`src/rtl/smtd_pkg.sv`:
```
package smtd_pkg;

  localparam int MAX_WORDS_DEF = 65536;
  localparam int JOB_DEPTH_DEF = 2;
  localparam int OUT_DEPTH_DEF = 2;

  // configuration register indexes
  localparam logic [1:0] CFG_BANK_KEY      = 2'd0;
  localparam logic [1:0] CFG_MESSAGE_COUNT = 2'd1;
  localparam logic [1:0] CFG_BANK_SIZE     = 2'd2;

  localparam int          KEY_MUL_FULL = 765;
  localparam int          KS_MUL_FULL  = 596947;
  localparam logic [15:0] KEY_MUL      = 16'(KEY_MUL_FULL);
  localparam logic [15:0] KS_MUL       = 16'(KS_MUL_FULL % 65536);
  localparam logic [15:0] KS_STEP      = 16'd18749;

  localparam logic [15:0] CODE_END     = 16'hffff;
  localparam logic [15:0] CODE_CTRL    = 16'hfffe;
  localparam logic [15:0] CODE_NL      = 16'he000;
  localparam logic [15:0] CODE_NL_ALT  = 16'h25bc;
  localparam logic [15:0] CODE_PAGE    = 16'h25bd;
  localparam logic [15:0] FN_PLAYER    = 16'h0103;
  localparam logic [15:0] FN_SLOT      = 16'h0100;

  typedef enum logic [2:0] {
    KIND_HDR    = 3'd0,
    KIND_CHAR   = 3'd1,
    KIND_NL     = 3'd2,
    KIND_PAGE   = 3'd3,
    KIND_PLAYER = 3'd4,
    KIND_SLOT   = 3'd5,
    KIND_END    = 3'd6
  } kind_t;

  typedef struct packed {
    logic        operation;
    logic [15:0] message_index;
    logic [31:0] raw_offset;
    logic [31:0] raw_length;
    logic [15:0] text_word;
  } in_item_t;

  typedef struct packed {
    kind_t       kind;
    logic [31:0] header_offset;
    logic [16:0] header_length;
    logic        header_ok;
    logic [6:0]  ascii_char;
    logic [15:0] string_slot;
    logic        last;
  } out_item_t;

  typedef struct packed {
    kind_t       kind;
    logic [6:0]  ch;
    logic [15:0] slot;
  } tok_t;

  // one queued job: the header fields or up to four tokens of one text word
  typedef struct packed {
    logic        is_hdr;
    logic [31:0] hdr_offset;
    logic [16:0] hdr_length;
    logic        hdr_ok;
    logic [2:0]  n;
    tok_t [3:0]  tok;
  } job_t;

  typedef struct packed {
    logic [1:0] n;
    logic [6:0] c0;
    logic [6:0] c1;
    logic [6:0] c2;
  } glyph_t;

  function automatic glyph_t glyph_map(input logic [15:0] c);
    glyph_t     g;
    logic [15:0] d;
    g = '0;
    d = '0;
    if (c >= 16'h0121 && c <= 16'h012a) begin
      d = c - 16'h0121;
      g.n = 2'd1;
      g.c0 = 7'h30 + d[6:0];
    end else if (c >= 16'h012b && c <= 16'h0144) begin
      d = c - 16'h012b;
      g.n = 2'd1;
      g.c0 = 7'h41 + d[6:0];
    end else if (c >= 16'h0145 && c <= 16'h015e) begin
      d = c - 16'h0145;
      g.n = 2'd1;
      g.c0 = 7'h61 + d[6:0];
    end else begin
      g.n = 2'd1;
      case (c)
        16'h01de, 16'h01e2: g.c0 = 7'h20;
        16'h01ab: g.c0 = 7'h21;
        16'h01ac: g.c0 = 7'h3f;
        16'h01ad: g.c0 = 7'h2c;
        16'h01ae, 16'h01b0: g.c0 = 7'h2e;
        16'h01af: begin
          g.n = 2'd3;
          g.c0 = 7'h2e;
          g.c1 = 7'h2e;
          g.c2 = 7'h2e;
        end
        16'h01b1: g.c0 = 7'h2f;
        16'h01b2, 16'h01b3: g.c0 = 7'h27;
        16'h01b4, 16'h01b5, 16'h01b6: g.c0 = 7'h22;
        16'h01b9: g.c0 = 7'h28;
        16'h01ba: g.c0 = 7'h29;
        16'h01bb: g.c0 = 7'h4d;
        16'h01bc: g.c0 = 7'h46;
        16'h01bd: g.c0 = 7'h2b;
        16'h01be: g.c0 = 7'h2d;
        16'h01bf: g.c0 = 7'h2a;
        16'h01c0: g.c0 = 7'h23;
        16'h01c1: g.c0 = 7'h3d;
        16'h01c2: g.c0 = 7'h26;
        16'h01c3: g.c0 = 7'h7e;
        16'h01c4: g.c0 = 7'h3a;
        16'h01c5: g.c0 = 7'h3b;
        16'h01d0: g.c0 = 7'h40;
        16'h01d2: g.c0 = 7'h25;
        16'h01e8: begin
          g.n = 2'd3;
          g.c0 = 7'h64;
          g.c1 = 7'h65;
          g.c2 = 7'h67;
        end
        16'h01e9: g.c0 = 7'h5f;
        16'h0188: g.c0 = 7'h65;
        16'h0167: g.c0 = 7'h45;
        16'h0170: g.c0 = 7'h4e;
        16'h0190: g.c0 = 7'h6e;
        default: g.n = 2'd0;
      endcase
    end
    return g;
  endfunction

endpackage

```
`src/rtl/scrambled_message_text_decoder.sv`:
```
// Scrambled message text decoder. Load bank_key, message_count and bank_size, push a header
// item for a message, then push its text words. A header item gives one header result after
// the front end's seed multiply and then its unscramble and bounds check; in_full is high
// during the second of them. Text words are taken one per cycle while no header is pending
// and the job queue has room; each gives zero to four results (a glyph of up to three
// characters plus an end mark), and the back end hands out one result per cycle while a job
// is queued and the result queue has room. A word's first result is registered in the job
// queue and then in the result queue before it reaches the result ports; a header result is
// registered in the front end's seed stage first. The last result of each item carries last.
// Text words that arrive with no message open are dropped without a result.
module scrambled_message_text_decoder #(
  parameter int MAX_WORDS = smtd_pkg::MAX_WORDS_DEF,
  parameter int JOB_DEPTH = smtd_pkg::JOB_DEPTH_DEF,
  parameter int OUT_DEPTH = smtd_pkg::OUT_DEPTH_DEF
) (
  input  logic                clk,
  input  logic                rst_n,
  input  logic                cfg_we,
  input  logic [1:0]          cfg_idx,
  input  logic [23:0]         cfg_wdata,
  input  logic                in_push,
  output logic                in_full,
  input  smtd_pkg::in_item_t  in_data,
  output logic                out_empty,
  input  logic                out_pop,
  output smtd_pkg::out_item_t out_data
);

  localparam int JW = $bits(smtd_pkg::job_t);
  localparam int OW = $bits(smtd_pkg::out_item_t);

  smtd_pkg::job_t      job_in, job_out;
  logic                job_push, job_pop, job_full, job_empty;
  smtd_pkg::out_item_t res;
  logic                res_push, res_full;

  smtd_front #(
    .MAX_WORDS (MAX_WORDS)
  ) u_front (
    .clk       (clk),
    .rst_n     (rst_n),
    .cfg_we    (cfg_we),
    .cfg_idx   (cfg_idx),
    .cfg_wdata (cfg_wdata),
    .in_push   (in_push),
    .in_full   (in_full),
    .in_data   (in_data),
    .job_full  (job_full),
    .job_push  (job_push),
    .job       (job_in)
  );

  smtd_fifo #(
    .WIDTH (JW),
    .DEPTH (JOB_DEPTH)
  ) u_job_q (
    .clk   (clk),
    .rst_n (rst_n),
    .push  (job_push),
    .wdata (job_in),
    .pop   (job_pop),
    .rdata (job_out),
    .full  (job_full),
    .empty (job_empty)
  );

  smtd_back u_back (
    .clk       (clk),
    .rst_n     (rst_n),
    .job       (job_out),
    .job_empty (job_empty),
    .job_pop   (job_pop),
    .res_full  (res_full),
    .res_push  (res_push),
    .res       (res)
  );

  smtd_fifo #(
    .WIDTH (OW),
    .DEPTH (OUT_DEPTH)
  ) u_out_q (
    .clk   (clk),
    .rst_n (rst_n),
    .push  (res_push),
    .wdata (res),
    .pop   (out_pop),
    .rdata (out_data),
    .full  (res_full),
    .empty (out_empty)
  );

endmodule

```
`src/rtl/smtd_fifo.sv`:
```
module smtd_fifo #(
  parameter int WIDTH = 8,
  parameter int DEPTH = 2
) (
  input  logic             clk,
  input  logic             rst_n,
  input  logic             push,
  input  logic [WIDTH-1:0] wdata,
  input  logic             pop,
  output logic [WIDTH-1:0] rdata,
  output logic             full,
  output logic             empty
);

  localparam int PW = (DEPTH > 1) ? $clog2(DEPTH) : 1;
  localparam int CW = $clog2(DEPTH + 1);
  localparam logic [PW-1:0] LAST_PTR = PW'(DEPTH - 1);
  localparam logic [CW-1:0] FULL_CNT = CW'(DEPTH);

  logic [WIDTH-1:0] store_r [DEPTH];
  logic [PW-1:0]    wr_ptr_r, rd_ptr_r;
  logic [CW-1:0]    count_r;
  logic             do_push, do_pop;

  assign full    = (count_r == FULL_CNT);
  assign empty   = (count_r == '0);
  assign do_push = push & ~full;
  assign do_pop  = pop & ~empty;
  assign rdata   = store_r[rd_ptr_r];

  always_ff @(posedge clk) begin
    if (!rst_n) begin
      wr_ptr_r <= '0;
      rd_ptr_r <= '0;
      count_r  <= '0;
    end else begin
      if (do_push) begin
        wr_ptr_r <= (wr_ptr_r == LAST_PTR) ? '0 : wr_ptr_r + 1'b1;
      end
      if (do_pop) begin
        rd_ptr_r <= (rd_ptr_r == LAST_PTR) ? '0 : rd_ptr_r + 1'b1;
      end
      if (do_push && !do_pop) begin
        count_r <= count_r + 1'b1;
      end else if (do_pop && !do_push) begin
        count_r <= count_r - 1'b1;
      end
    end
  end

  always_ff @(posedge clk) begin
    if (do_push) begin
      store_r[wr_ptr_r] <= wdata;
    end
  end

endmodule

```
`src/rtl/smtd_front.sv`:
```
module smtd_front #(
  parameter int MAX_WORDS = smtd_pkg::MAX_WORDS_DEF
) (
  input  logic               clk,
  input  logic               rst_n,
  input  logic               cfg_we,
  input  logic [1:0]         cfg_idx,
  input  logic [23:0]        cfg_wdata,
  input  logic               in_push,
  output logic               in_full,
  input  smtd_pkg::in_item_t in_data,
  input  logic               job_full,
  output logic               job_push,
  output smtd_pkg::job_t     job
);

  typedef enum logic [2:0] {
    PH_IDLE,
    PH_TEXT,
    PH_FUNC,
    PH_ARGC,
    PH_ARGS
  } phase_t;

  localparam logic [31:0] MAX_LEN = 32'(MAX_WORDS);

  // configuration (key is kept premultiplied by the seed factor)
  logic [15:0] key_mul_r;
  logic [15:0] msg_count_r;
  logic [23:0] bank_size_r;

  // parse state
  phase_t      phase_r, phase_nxt;
  logic [15:0] ks_r, ks_nxt;
  logic [16:0] words_left_r, words_left_nxt;
  logic [15:0] held_fn_r, held_fn_nxt;
  logic [15:0] args_left_r, args_left_nxt;
  logic [15:0] first_arg_r, first_arg_nxt;
  logic        have_arg_r, have_arg_nxt;

  // header second stage
  logic        hdr_pend_r, hdr_pend_nxt;
  logic [15:0] seed_r, seed_nxt;
  logic [15:0] ks_seed_r, ks_seed_nxt;
  logic [15:0] hdr_idx_r, hdr_idx_nxt;
  logic [31:0] roff_r, roff_nxt;
  logic [31:0] rlen_r, rlen_nxt;

  logic        accept;
  logic [15:0] idx_p1;
  logic [31:0] seed32, off, len;
  logic        bank_ok, idx_ok, len_ok, span_ok, hdr_ok;
  logic [23:0] table_end;
  logic [32:0] span;
  logic [15:0] c, args_dec;
  logic        end_msg, emit_ctl, emit_end, emit_nl, emit_page, emit_glyph;
  smtd_pkg::glyph_t g;
  smtd_pkg::tok_t   ctl_tok;
  logic [2:0]  n;

  assign in_full = hdr_pend_r | job_full;
  assign accept  = in_push & ~in_full;

  always_comb begin
    phase_nxt      = phase_r;
    ks_nxt         = ks_r;
    words_left_nxt = words_left_r;
    held_fn_nxt    = held_fn_r;
    args_left_nxt  = args_left_r;
    first_arg_nxt  = first_arg_r;
    have_arg_nxt   = have_arg_r;
    hdr_pend_nxt   = hdr_pend_r;
    seed_nxt       = seed_r;
    ks_seed_nxt    = ks_seed_r;
    hdr_idx_nxt    = hdr_idx_r;
    roff_nxt       = roff_r;
    rlen_nxt       = rlen_r;
    job_push       = 1'b0;
    job            = '0;
    n              = '0;

    idx_p1    = in_data.message_index + 16'd1;
    seed32    = {seed_r, seed_r};
    off       = roff_r ^ seed32;
    len       = rlen_r ^ seed32;
    table_end = 24'd4 + {5'd0, msg_count_r, 3'b000};
    bank_ok   = (msg_count_r != '0) && (table_end <= bank_size_r);
    idx_ok    = hdr_idx_r < msg_count_r;
    len_ok    = len <= MAX_LEN;
    span      = {1'b0, off} + {15'd0, len[16:0], 1'b0};
    span_ok   = span <= {9'd0, bank_size_r};
    hdr_ok    = bank_ok & idx_ok & len_ok & span_ok;

    c          = in_data.text_word ^ ks_r;
    args_dec   = args_left_r - 16'd1;
    g          = smtd_pkg::glyph_map(c);
    end_msg    = 1'b0;
    emit_ctl   = 1'b0;
    emit_end   = 1'b0;
    emit_nl    = 1'b0;
    emit_page  = 1'b0;
    emit_glyph = 1'b0;
    ctl_tok    = '0;

    if (hdr_pend_r) begin
      if (!job_full) begin
        hdr_pend_nxt       = 1'b0;
        job_push           = 1'b1;
        job.is_hdr         = 1'b1;
        job.hdr_offset     = off;
        job.hdr_length     = hdr_ok ? len[16:0] : '0;
        job.hdr_ok         = hdr_ok;
        job.n              = 3'd1;
        job.tok[0].kind    = smtd_pkg::KIND_HDR;
        phase_nxt          = PH_IDLE;
        words_left_nxt     = '0;
        if (hdr_ok) begin
          ks_nxt         = ks_seed_r;
          words_left_nxt = len[16:0];
          held_fn_nxt    = '0;
          args_left_nxt  = '0;
          first_arg_nxt  = '0;
          have_arg_nxt   = 1'b0;
          if (len[16:0] != '0) begin
            phase_nxt = PH_TEXT;
          end
        end
      end
    end else if (accept && !in_data.operation) begin
      hdr_pend_nxt = 1'b1;
      seed_nxt     = 16'(key_mul_r * idx_p1);
      ks_seed_nxt  = 16'(idx_p1 * smtd_pkg::KS_MUL);
      hdr_idx_nxt  = in_data.message_index;
      roff_nxt     = in_data.raw_offset;
      rlen_nxt     = in_data.raw_length;
    end else if (accept && phase_r != PH_IDLE) begin
      ks_nxt         = ks_r + smtd_pkg::KS_STEP;
      words_left_nxt = words_left_r - 17'd1;
      case (phase_r)
        PH_TEXT: begin
          if (c == smtd_pkg::CODE_END) begin
            emit_end       = 1'b1;
            phase_nxt      = PH_IDLE;
            words_left_nxt = '0;
          end else if (c == smtd_pkg::CODE_CTRL && words_left_r >= 17'd3) begin
            phase_nxt = PH_FUNC;
          end else if (c == smtd_pkg::CODE_NL || c == smtd_pkg::CODE_NL_ALT) begin
            emit_nl = 1'b1;
          end else if (c == smtd_pkg::CODE_PAGE) begin
            emit_page = 1'b1;
          end else begin
            emit_glyph = 1'b1;
          end
        end
        PH_FUNC: begin
          held_fn_nxt = c;
          phase_nxt   = PH_ARGC;
        end
        PH_ARGC: begin
          args_left_nxt = c;
          first_arg_nxt = '0;
          have_arg_nxt  = 1'b0;
          if (c == '0) begin
            emit_ctl  = 1'b1;
            phase_nxt = PH_TEXT;
          end else begin
            phase_nxt = PH_ARGS;
          end
        end
        PH_ARGS: begin
          if (!have_arg_r) begin
            first_arg_nxt = c;
            have_arg_nxt  = 1'b1;
          end
          args_left_nxt = args_dec;
          if (args_dec == '0) begin
            emit_ctl  = 1'b1;
            phase_nxt = PH_TEXT;
          end
        end
        default: phase_nxt = PH_IDLE;
      endcase

      // message ran out: flush a cut-short control, then close
      if (!emit_end && words_left_nxt == '0) begin
        end_msg = 1'b1;
        if (phase_nxt == PH_ARGS) begin
          emit_ctl = 1'b1;
        end
        emit_end  = 1'b1;
        phase_nxt = PH_IDLE;
      end

      if (held_fn_nxt == smtd_pkg::FN_PLAYER) begin
        ctl_tok.kind = smtd_pkg::KIND_PLAYER;
      end else begin
        ctl_tok.kind = smtd_pkg::KIND_SLOT;
        ctl_tok.slot = have_arg_nxt ? first_arg_nxt : '0;
      end

      if (emit_nl) begin
        job.tok[n[1:0]].kind = smtd_pkg::KIND_NL;
        n = n + 3'd1;
      end
      if (emit_page) begin
        job.tok[n[1:0]].kind = smtd_pkg::KIND_PAGE;
        n = n + 3'd1;
      end
      if (emit_glyph && g.n != '0) begin
        job.tok[n[1:0]].kind = smtd_pkg::KIND_CHAR;
        job.tok[n[1:0]].ch   = g.c0;
        n = n + 3'd1;
        if (g.n == 2'd3) begin
          job.tok[n[1:0]].kind = smtd_pkg::KIND_CHAR;
          job.tok[n[1:0]].ch   = g.c1;
          n = n + 3'd1;
          job.tok[n[1:0]].kind = smtd_pkg::KIND_CHAR;
          job.tok[n[1:0]].ch   = g.c2;
          n = n + 3'd1;
        end
      end
      if (emit_ctl && (held_fn_nxt == smtd_pkg::FN_PLAYER ||
                       held_fn_nxt == smtd_pkg::FN_SLOT)) begin
        job.tok[n[1:0]] = ctl_tok;
        n = n + 3'd1;
      end
      if (emit_end) begin
        job.tok[n[1:0]].kind = smtd_pkg::KIND_END;
        n = n + 3'd1;
      end
      job.n    = n;
      job_push = (n != '0) && (end_msg || !end_msg);
    end
  end

  always_ff @(posedge clk) begin
    if (!rst_n) begin
      key_mul_r    <= '0;
      msg_count_r  <= '0;
      bank_size_r  <= '0;
      phase_r      <= PH_IDLE;
      ks_r         <= '0;
      words_left_r <= '0;
      held_fn_r    <= '0;
      args_left_r  <= '0;
      first_arg_r  <= '0;
      have_arg_r   <= 1'b0;
      hdr_pend_r   <= 1'b0;
    end else begin
      if (cfg_we) begin
        case (cfg_idx)
          smtd_pkg::CFG_BANK_KEY:
            key_mul_r <= 16'(cfg_wdata[15:0] * smtd_pkg::KEY_MUL);
          smtd_pkg::CFG_MESSAGE_COUNT: msg_count_r <= cfg_wdata[15:0];
          smtd_pkg::CFG_BANK_SIZE:     bank_size_r <= cfg_wdata;
          default: ;
        endcase
      end
      phase_r      <= phase_nxt;
      ks_r         <= ks_nxt;
      words_left_r <= words_left_nxt;
      held_fn_r    <= held_fn_nxt;
      args_left_r  <= args_left_nxt;
      first_arg_r  <= first_arg_nxt;
      have_arg_r   <= have_arg_nxt;
      hdr_pend_r   <= hdr_pend_nxt;
    end
  end

  always_ff @(posedge clk) begin
    seed_r    <= seed_nxt;
    ks_seed_r <= ks_seed_nxt;
    hdr_idx_r <= hdr_idx_nxt;
    roff_r    <= roff_nxt;
    rlen_r    <= rlen_nxt;
  end

endmodule

```
`src/rtl/smtd_back.sv`:
```
module smtd_back (
  input  logic                clk,
  input  logic                rst_n,
  input  smtd_pkg::job_t      job,
  input  logic                job_empty,
  output logic                job_pop,
  input  logic                res_full,
  output logic                res_push,
  output smtd_pkg::out_item_t res
);

  logic [1:0]     idx_r, idx_nxt;
  smtd_pkg::tok_t tok;
  logic           fire, is_last;
  logic [2:0]     last_idx;

  assign tok      = job.tok[idx_r];
  assign last_idx = job.n - 3'd1;
  assign is_last  = ({1'b0, idx_r} == last_idx);
  assign fire     = ~job_empty & ~res_full;
  assign res_push = fire;
  assign job_pop  = fire & is_last;

  always_comb begin
    res               = '0;
    res.kind          = tok.kind;
    res.ascii_char    = tok.ch;
    res.string_slot   = tok.slot;
    res.last          = is_last;
    if (job.is_hdr) begin
      res.header_offset = job.hdr_offset;
      res.header_length = job.hdr_length;
      res.header_ok     = job.hdr_ok;
    end
    idx_nxt = idx_r;
    if (fire) begin
      idx_nxt = is_last ? '0 : idx_r + 2'd1;
    end
  end

  always_ff @(posedge clk) begin
    if (!rst_n) begin
      idx_r <= '0;
    end else begin
      idx_r <= idx_nxt;
    end
  end

endmodule

```
`config.mk`:
```
export PLATFORM = sky130hd
export DESIGN_NAME = scrambled_message_text_decoder
export DESIGN_NICKNAME = d
export VERILOG_FILES = /design/src/rtl/smtd_pkg.sv /design/src/rtl/scrambled_message_text_decoder.sv /design/src/rtl/smtd_fifo.sv /design/src/rtl/smtd_front.sv /design/src/rtl/smtd_back.sv
export SDC_FILE = /design/constraint.sdc
export NUM_CORES = 2
export LEC_CHECK = 0
export ABC_AREA = 1
export BUFFER_PORTS_ARGS = -buffer_cell sky130_fd_sc_hd__buf_4
export CORE_MARGIN = 2
export CORE_UTILIZATION = 45
export CTS_CLUSTER_DIAMETER = 50
export DETAILED_ROUTE_END_ITERATION = 8
export PLACE_DENSITY = 0.68
export SYNTH_ARGS = -nofsm -noshare
export SYNTH_HDL_FRONTEND = slang
export SYNTH_SLANG_ARGS = --single-unit
```
`constraint.sdc`:
```
create_clock -name clk -period 17.3 [get_ports clk]
set_clock_uncertainty 0.05 [all_clocks]
set_input_delay 1.73 -clock clk [delete_from_list [all_inputs] [get_ports clk]]
set_output_delay 1.73 -clock clk [all_outputs]
set_load 0.005 [all_outputs]
```
== Word level (Yosys, flattened, before mapping) ==
Memory sizes are Yosys's and may differ from the RTL's. A register that Yosys moved wholly into a read port is not among the register bits.
Cells that the tools add are included.
Word-level totals
  logic and storage cells: 428
  input port bits: 128
  output and inout port bits: 79
  memory bits (writable): 470
  register bits: 264
  memories kept: 2
Memories
  u_job_q.store_r: words 2, width 158, rd ports 1, clocked after memory_dff 1, wr ports 1, RTL line smtd_fifo.sv:20  | logic [WIDTH-1:0] store_r [DEPTH];
  u_out_q.store_r: words 2, width 77, rd ports 1, clocked after memory_dff 1, wr ports 1, RTL line smtd_fifo.sv:20
Operators by class
  mux-type cells: 216
  bitwise operators: 20
  add/subtract/negate cells: 28
  magnitude comparators: 24
  multipliers: 3
  reduce and logical (&&, ||, !) cells: 56
  equality and inequality tests: 56
Operators with widths (number)
  2-to-1 mux 104 bit: 14
  bitwise mux 104 bit: 9
  equality test 16 x 9 -> 1 bit, second input constant: 37
  demux 26 bit (select 2 bit): 9
  2-to-1 mux 16 bit: 26
  2-to-1 mux 107 bit: 2
  one-hot mux 7 bit (29 select lines): 1
  2-to-1 mux 26 bit: 7
  2-to-1 mux 17 bit: 10
  2-to-1 mux 3 bit: 41
  2-to-1 mux 23 bit: 4
  2-to-1 mux 78 bit: 1
  2-to-1 mux 1 bit: 69
  one-hot mux 16 bit (2 select lines): 2
  bitwise XOR 32 bit: 2
  2-to-1 mux 54 bit: 1
  binary-select mux 26 bit (select 2 bit): 1
  2-to-1 mux 51 bit: 1
  2-to-1 mux 50 bit: 1
  equality test 16 bit, second input constant: 3
  greater-or-equal comparator 16 x 9 -> 1 bit, second input constant: 3
  less-or-equal comparator 16 x 9 -> 1 bit, second input constant: 3
  2-to-1 mux 14 bit: 3
  adder 32 x 18 -> 33 bit: 1
  other kinds (60): 152

== Logic depth before layout (Yosys ltp) ==
  depth in word-level cells: 46
  gate-level depth with buffers: 37
  gate-level depth less buffers: 37

== Hierarchy ==
A second synthesis with hierarchy kept.
Second synthesis, totals
  cells, all modules: 4817
  area total of the unflattened synthesis: 46211.8 sq um
Modules (own cells, without submodules)
  smtd_front: seq. area each 6206.0 sq um, area each 26875.8 sq um, times used 1, cells an instance 3727
  smtd_fifo (u_job_q): seq. area each 9589.2 sq um, area each 12076.6 sq um, times used 1, cells an instance 530
  smtd_fifo (u_out_q): seq. area each 4724.5 sq um, area each 5933.2 sq um, times used 1, cells an instance 278
  smtd_back: seq. area each 40.0 sq um, area each 1326.3 sq um, times used 1, cells an instance 282

== Worst setup path after synthesis ==
No wires, ideal clock.
  kind: input to register
  start point: in in_data[4] in the netlist's numbering
  end point: mem u_job_q.store_r[0][0] in the netlist's numbering (enable)
  library setup time: 0.728 ns
  data arrival time: 12.353 ns
  data required time: 16.522 ns
  slack: 4.169 ns
  cell stages on the path: 29
  path buffers: 1
  cells stage by stage: inv_1 > nand2_1 > nand2_1 > nand2_2 > inv_1 > nand2_1 > nor3_1 > nand3_1 > nand3_1 > nor2_1 > inv_1 > nor2_1 > inv_1 > ha_1 > clkbuf_1 > nand3_1 > nand2_1 > ha_1 > inv_1 > nand3_1 > nand2_2 > inv_1 > ha_1 > inv_1 > nand2_1 > nand2_1 > nand3_1 > nand2_2 > a21oi_1
On the way
  word-level cells in the longest chain between the ends: 44
  elaborated cells on any way between the ends: 159
  classes of those cells: add/sub (6); order compare (6); eq/ne (44); mux (85); bitwise (2); reduce/logical (16)
RTL lines
  start, declared: RTL line scrambled_message_text_decoder.sv:23  | input smtd_pkg::in_item_t in_data,
  bitwise XOR 16 bit (*): RTL line smtd_front.sv:94  | c = in_data.text_word ^ ks_r;
  equality test 16 bit or equality test 16 x 14 -> 1 bit (tied branches): RTL line smtd_front.sv:147  | end else if (c == smtd_pkg::CODE_NL || c == smtd_pkg::CODE_NL_ALT) begin
  logical OR 1 bit: RTL line smtd_front.sv:147
  2-to-1 mux 1 bit: RTL line smtd_front.sv:147
  2-to-1 mux 1 bit: RTL line smtd_front.sv:145  | end else if (c == smtd_pkg::CODE_CTRL && words_left_r >= 17'd3) begin
  2-to-1 mux 1 bit: RTL line smtd_front.sv:141  | if (c == smtd_pkg::CODE_END) begin
  2-to-1 mux 1 bit: RTL line smtd_front.sv:139  | case (phase_r)
  2-to-1 mux 1 bit: RTL line smtd_front.sv:136  | end else if (accept && phase_r != PH_IDLE) begin
  (+28 left out)
  2-to-1 mux 3 bit (*): RTL line smtd_front.sv:105  | if (hdr_pend_r) begin
  nonzero test 3 bit (*): RTL line smtd_front.sv:232  | job_push = (n != '0) && (end_msg || !end_msg);
  2-to-1 mux 1 bit (*): RTL line smtd_front.sv:136
  2-to-1 mux 1 bit (*): RTL line smtd_front.sv:129  | end else if (accept && !in_data.operation) begin
  2-to-1 mux 1 bit (*): RTL line smtd_front.sv:105
  bitwise AND 1 bit (*): RTL line smtd_fifo.sv:27  | assign do_push = push & ~full;
  2-to-1 mux 1 bit (*): RTL line smtd_fifo.sv:52  | if (do_push) begin
  2-to-1 mux 1 bit (implied by the code) (*): RTL line smtd_fifo.sv:53  | store_r[wr_ptr_r] <= wdata;
  end, declared: RTL line smtd_fifo.sv:20
Every way passes the cells marked *; elsewhere a longest branch is shown, timed or not. The select of a mux whose other input is x is not followed.

== Worst setup path after layout ==
  start point: in in_data[80] in the netlist's numbering
  end point: reg u_front.seed_r[15] (data pin)
On the way
  word-level cells in the longest chain between the ends: 2
RTL lines
  adder 16 x 1 -> 16 bit: RTL line smtd_front.sv:82  | idx_p1 = in_data.message_index + 16'd1;
  net u_front.idx_p1[0]: RTL line smtd_front.sv:50  | logic [15:0] idx_p1;
  multiplier 16 x 16 -> 16 bit: RTL line smtd_front.sv:131  | seed_nxt = 16'(key_mul_r * idx_p1);
  end signal, assigned: RTL line smtd_front.sv:271  | seed_r <= seed_nxt;
  end, declared: RTL line smtd_front.sv:43  | logic [15:0] seed_r, seed_nxt;
The timed path passes the listed nets, and every way through them passes these cells.
A chain may end at the register's enable or synchronous reset.

==> results.md <==
* Status: complete, no violations
* Worst VDD drop at 71.00 uV
* Post-route insts no fill at 6411
* Syn nets at 5428
* Deepest clock path buffer count at 3
* Sequential area share after synthesis at 45.86%
* P_leak at 21.15 nW
* Yosys top cell by area: edfxtp_1
* CP max-delay cell: ha_1
* All-layer global routing usage at 23.38%
* Area after DPL at 47560 um2
* Asr flop ratio synth at 0%
* Final Max Slew Viols at 0
* Reg power frac at 35.3%
* CP Launch Type: input pin
* Hold_sp: u_front.first_arg_r[6]
* Top Ports at 207
* Worst R2R Setup Slack at 10550 ps
* Mean number of vias per cell at 5.342
* Critical path arrival at 8170 ps
* Placed Cells at 6251
* Later-pin clock latency in the skew report at 660 ps
* RD Place Congestion at 0.9456
* Post-synth top cells: nand2_1 (861), nor2_1 (662), inv_1 (644)
* Yosys Warn Count at 0
* Cell Int Power at approximately 4 mW
* Port Buf Inserts at slightly above 200
* Distinct cells, synth at 64
* Post-synth top area share at ~39%
* Maxcap violations at 0
* Sw frac at 34.99%
* Drt first pass iters at 7
* Area of the multi-input gates at approximately 21000 um2
* RSZ-0062 raised after global routing: false
* Finished Cell Area at 50420 um2
* Delay-heaviest family, CP: adder cells
* Die span in x at around 320 um
* CTS tree: done
* Largest net degree at the start of global routing at 105
* Area Growth Syn to Fin at 12.46%
* Crit-path max cell delay at about 810 ps
* Setup CP Type: in2reg
* Most frequent CP cell: nand2_1
* Post-CTS sizing at 0
* Dpl hpwl at approximately 90000 um
* Post-DR wirelength/cell at 18.90 um
* H-tree depth at 3
* # rows at 115
* DIE AREA at 102200 um2
* Total negative setup slack at 0 ps
* Setup bufs post-CTS at 0
* 1st-iter DRT viols at 3086
* Root Buffer: clkbuf_16
* Detail Route Antenna Nets at 0
* Top cells by area, synth: edfxtp_1 (39%), fa_1 (7.7%), nand2_1 (7.2%), dfxtp_1 (6.9%), ha_1 (6.7%)
* Core area at 98560 um2
* Via count at approximately 34000
* DIE HEIGHT at 319.6 um
* GRT overflow at 0
* Clock Sink Count at 736
* Routed WL at 121200 um
* Number of flops mapped to enable cells by yosys at between 500 and 600
* Achievable frequency at 127.9 MHz
* Critical Path Sink Type: flop
* Most common cell in the synthesized netlist: nand2_1
* Worst path bufs/invs at 5
* Final worst path period share at 45.19%
* Worst-path clk slew at about 60 ps
* Synth Register Bits at 736
* Most frequently used flop master after synthesis: edfxtp_1
* NetSw at roughly 2.1 mW
* R2r startpoint: u_front.seed_r[0]
* Clock power share at 29.5%
* Total of fill cells in the finished design at 8936
* Gate power share at a little over a third
* Slew @ Worst Pin at 1101 ps
* Vias in the first global route at ~33000
* Initial core utilization at about 45%
* Ratio of cells with drive above 1 in the final layout at between 10% and 20%
* Mean Syn Cell Area at 9.172 um2
* Final nets at 5591
* Crit path max fanout at 14
* Hold_buf cts at 0
* Cells after synthesis at 4888
* First-pass GRT wire length at 187000 um
* Mapped Area at 44830 um2
* Final Critical Period at 7818 ps
* Residual DRC at 0
* Register Area at roughly 21000 um2
* # setup viols final at 0
* Final hold violations at 0
* Required time of the worst setup path at roughly 18000 ps
* Initial antenna violation count at 5
* Cell Pwr Density at 121.4 nW/um2
* Hold Path Class: reg2reg
* Setup crit start: in_data[80]
* Worst slew margin at 26.60%
* Num CTS Buffers at 85
## power by group through the flow
stage	clock, mW	sequential, mW	combinational [mW]
floorplan	0	2.17	1.51
global placement	0	2.19	2.12
detailed placement	0	2.20	2.15
CTS	1.83	2.16	2.16
global route	1.90	2.17	2.41
finish	1.80	2.16	2.16
## cells in the final DEF, fill, tap and decap left out, drive strengths merged, types with 114 or more instances in the layout
master and instances:
nand3 169, o21ai 333, fa 172, buf 235, xor2 114, a21oi 235
nand2 879, ha 240, nor2 684, dfxtp 154, edfxtp 582, inv 673
## metal layers
layer / up-vias / GRT usage, % / wire length [um]
met4: 2 / 8.145 / 3778
met5: - / 0 / 13
met3: 199 / 2.976 / 7758
met1: 16400 / 31.29 / 51930
li1: 16520 / - / -
met2: 1124 / 39.12 / 57710
## final timing paths
check                                  to  depth (start not counted)
setup / recovery       u_front.seed_r[15]                         25
hold / removal     u_front.first_arg_r[6]                          2
setup reg to reg  u_job_q.store_r[1][122]                         34
hold reg to reg    u_front.first_arg_r[6]                          2
## metrics by stage
stage          util (%)  setup slack, ps  power [mW]  hold WS, ps
2_1_floorplan         -             4169       3.681        386.0
3_5_place_dp      48.25             8906       4.344        405.3
6_report          51.15             9482       6.123        414.6
3_3_place_gp      48.25             8956       4.312        395.2
5_1_grt           51.15             9142       6.487        429.8
4_1_cts           51.14             9565       6.157        413.6
## cell families after synthesis
| family | share of synthesized area [%] |
|---|---|
| XOR/XNOR | 4.122 |
| buffers and inverters | 7.231 |
| AND/OR/NAND/NOR | 17.52 |
| AO/OA/AOI/OAI | 8.824 |
| multiplexers | 2.068 |
| flip-flops | 45.86 |
| adder cells (fa/ha/maj) | 14.38 |
## sequential cells by signal (all words and copies together) (netlist names), 17 cells and up, named ones only
register and flops:
u_front.bank_size_r 24, u_front.rlen_r 32, u_out_q.store_r 154, u_job_q.store_r 316, u_front.words_left_r 17, u_front.roff_r 32
## area by class of cell
class,count,area share (%)
clock buffers,106,4.539
inverters,675,5.035
well taps,1287,3.194
repair buffers,235,3.499
diodes,4,0.01985
multi-input cells,3318,41.80
clock inverters,50,1.114
flip-flops and latches,736,40.80
## worst register-to-register path: cells and delay by family (launching register included)
family | cells | cell delay [ps]
AND/OR/NAND/NOR | 21 | 2750
adder cells (fa/ha/maj) | 3 | 1060
buffers and inverters | 4 | 290
XOR/XNOR | 2 | 1040
AO/OA/AOI/OAI | 4 | 820
flip-flops | 1 | 540
(Power assumes the default switching activity.)
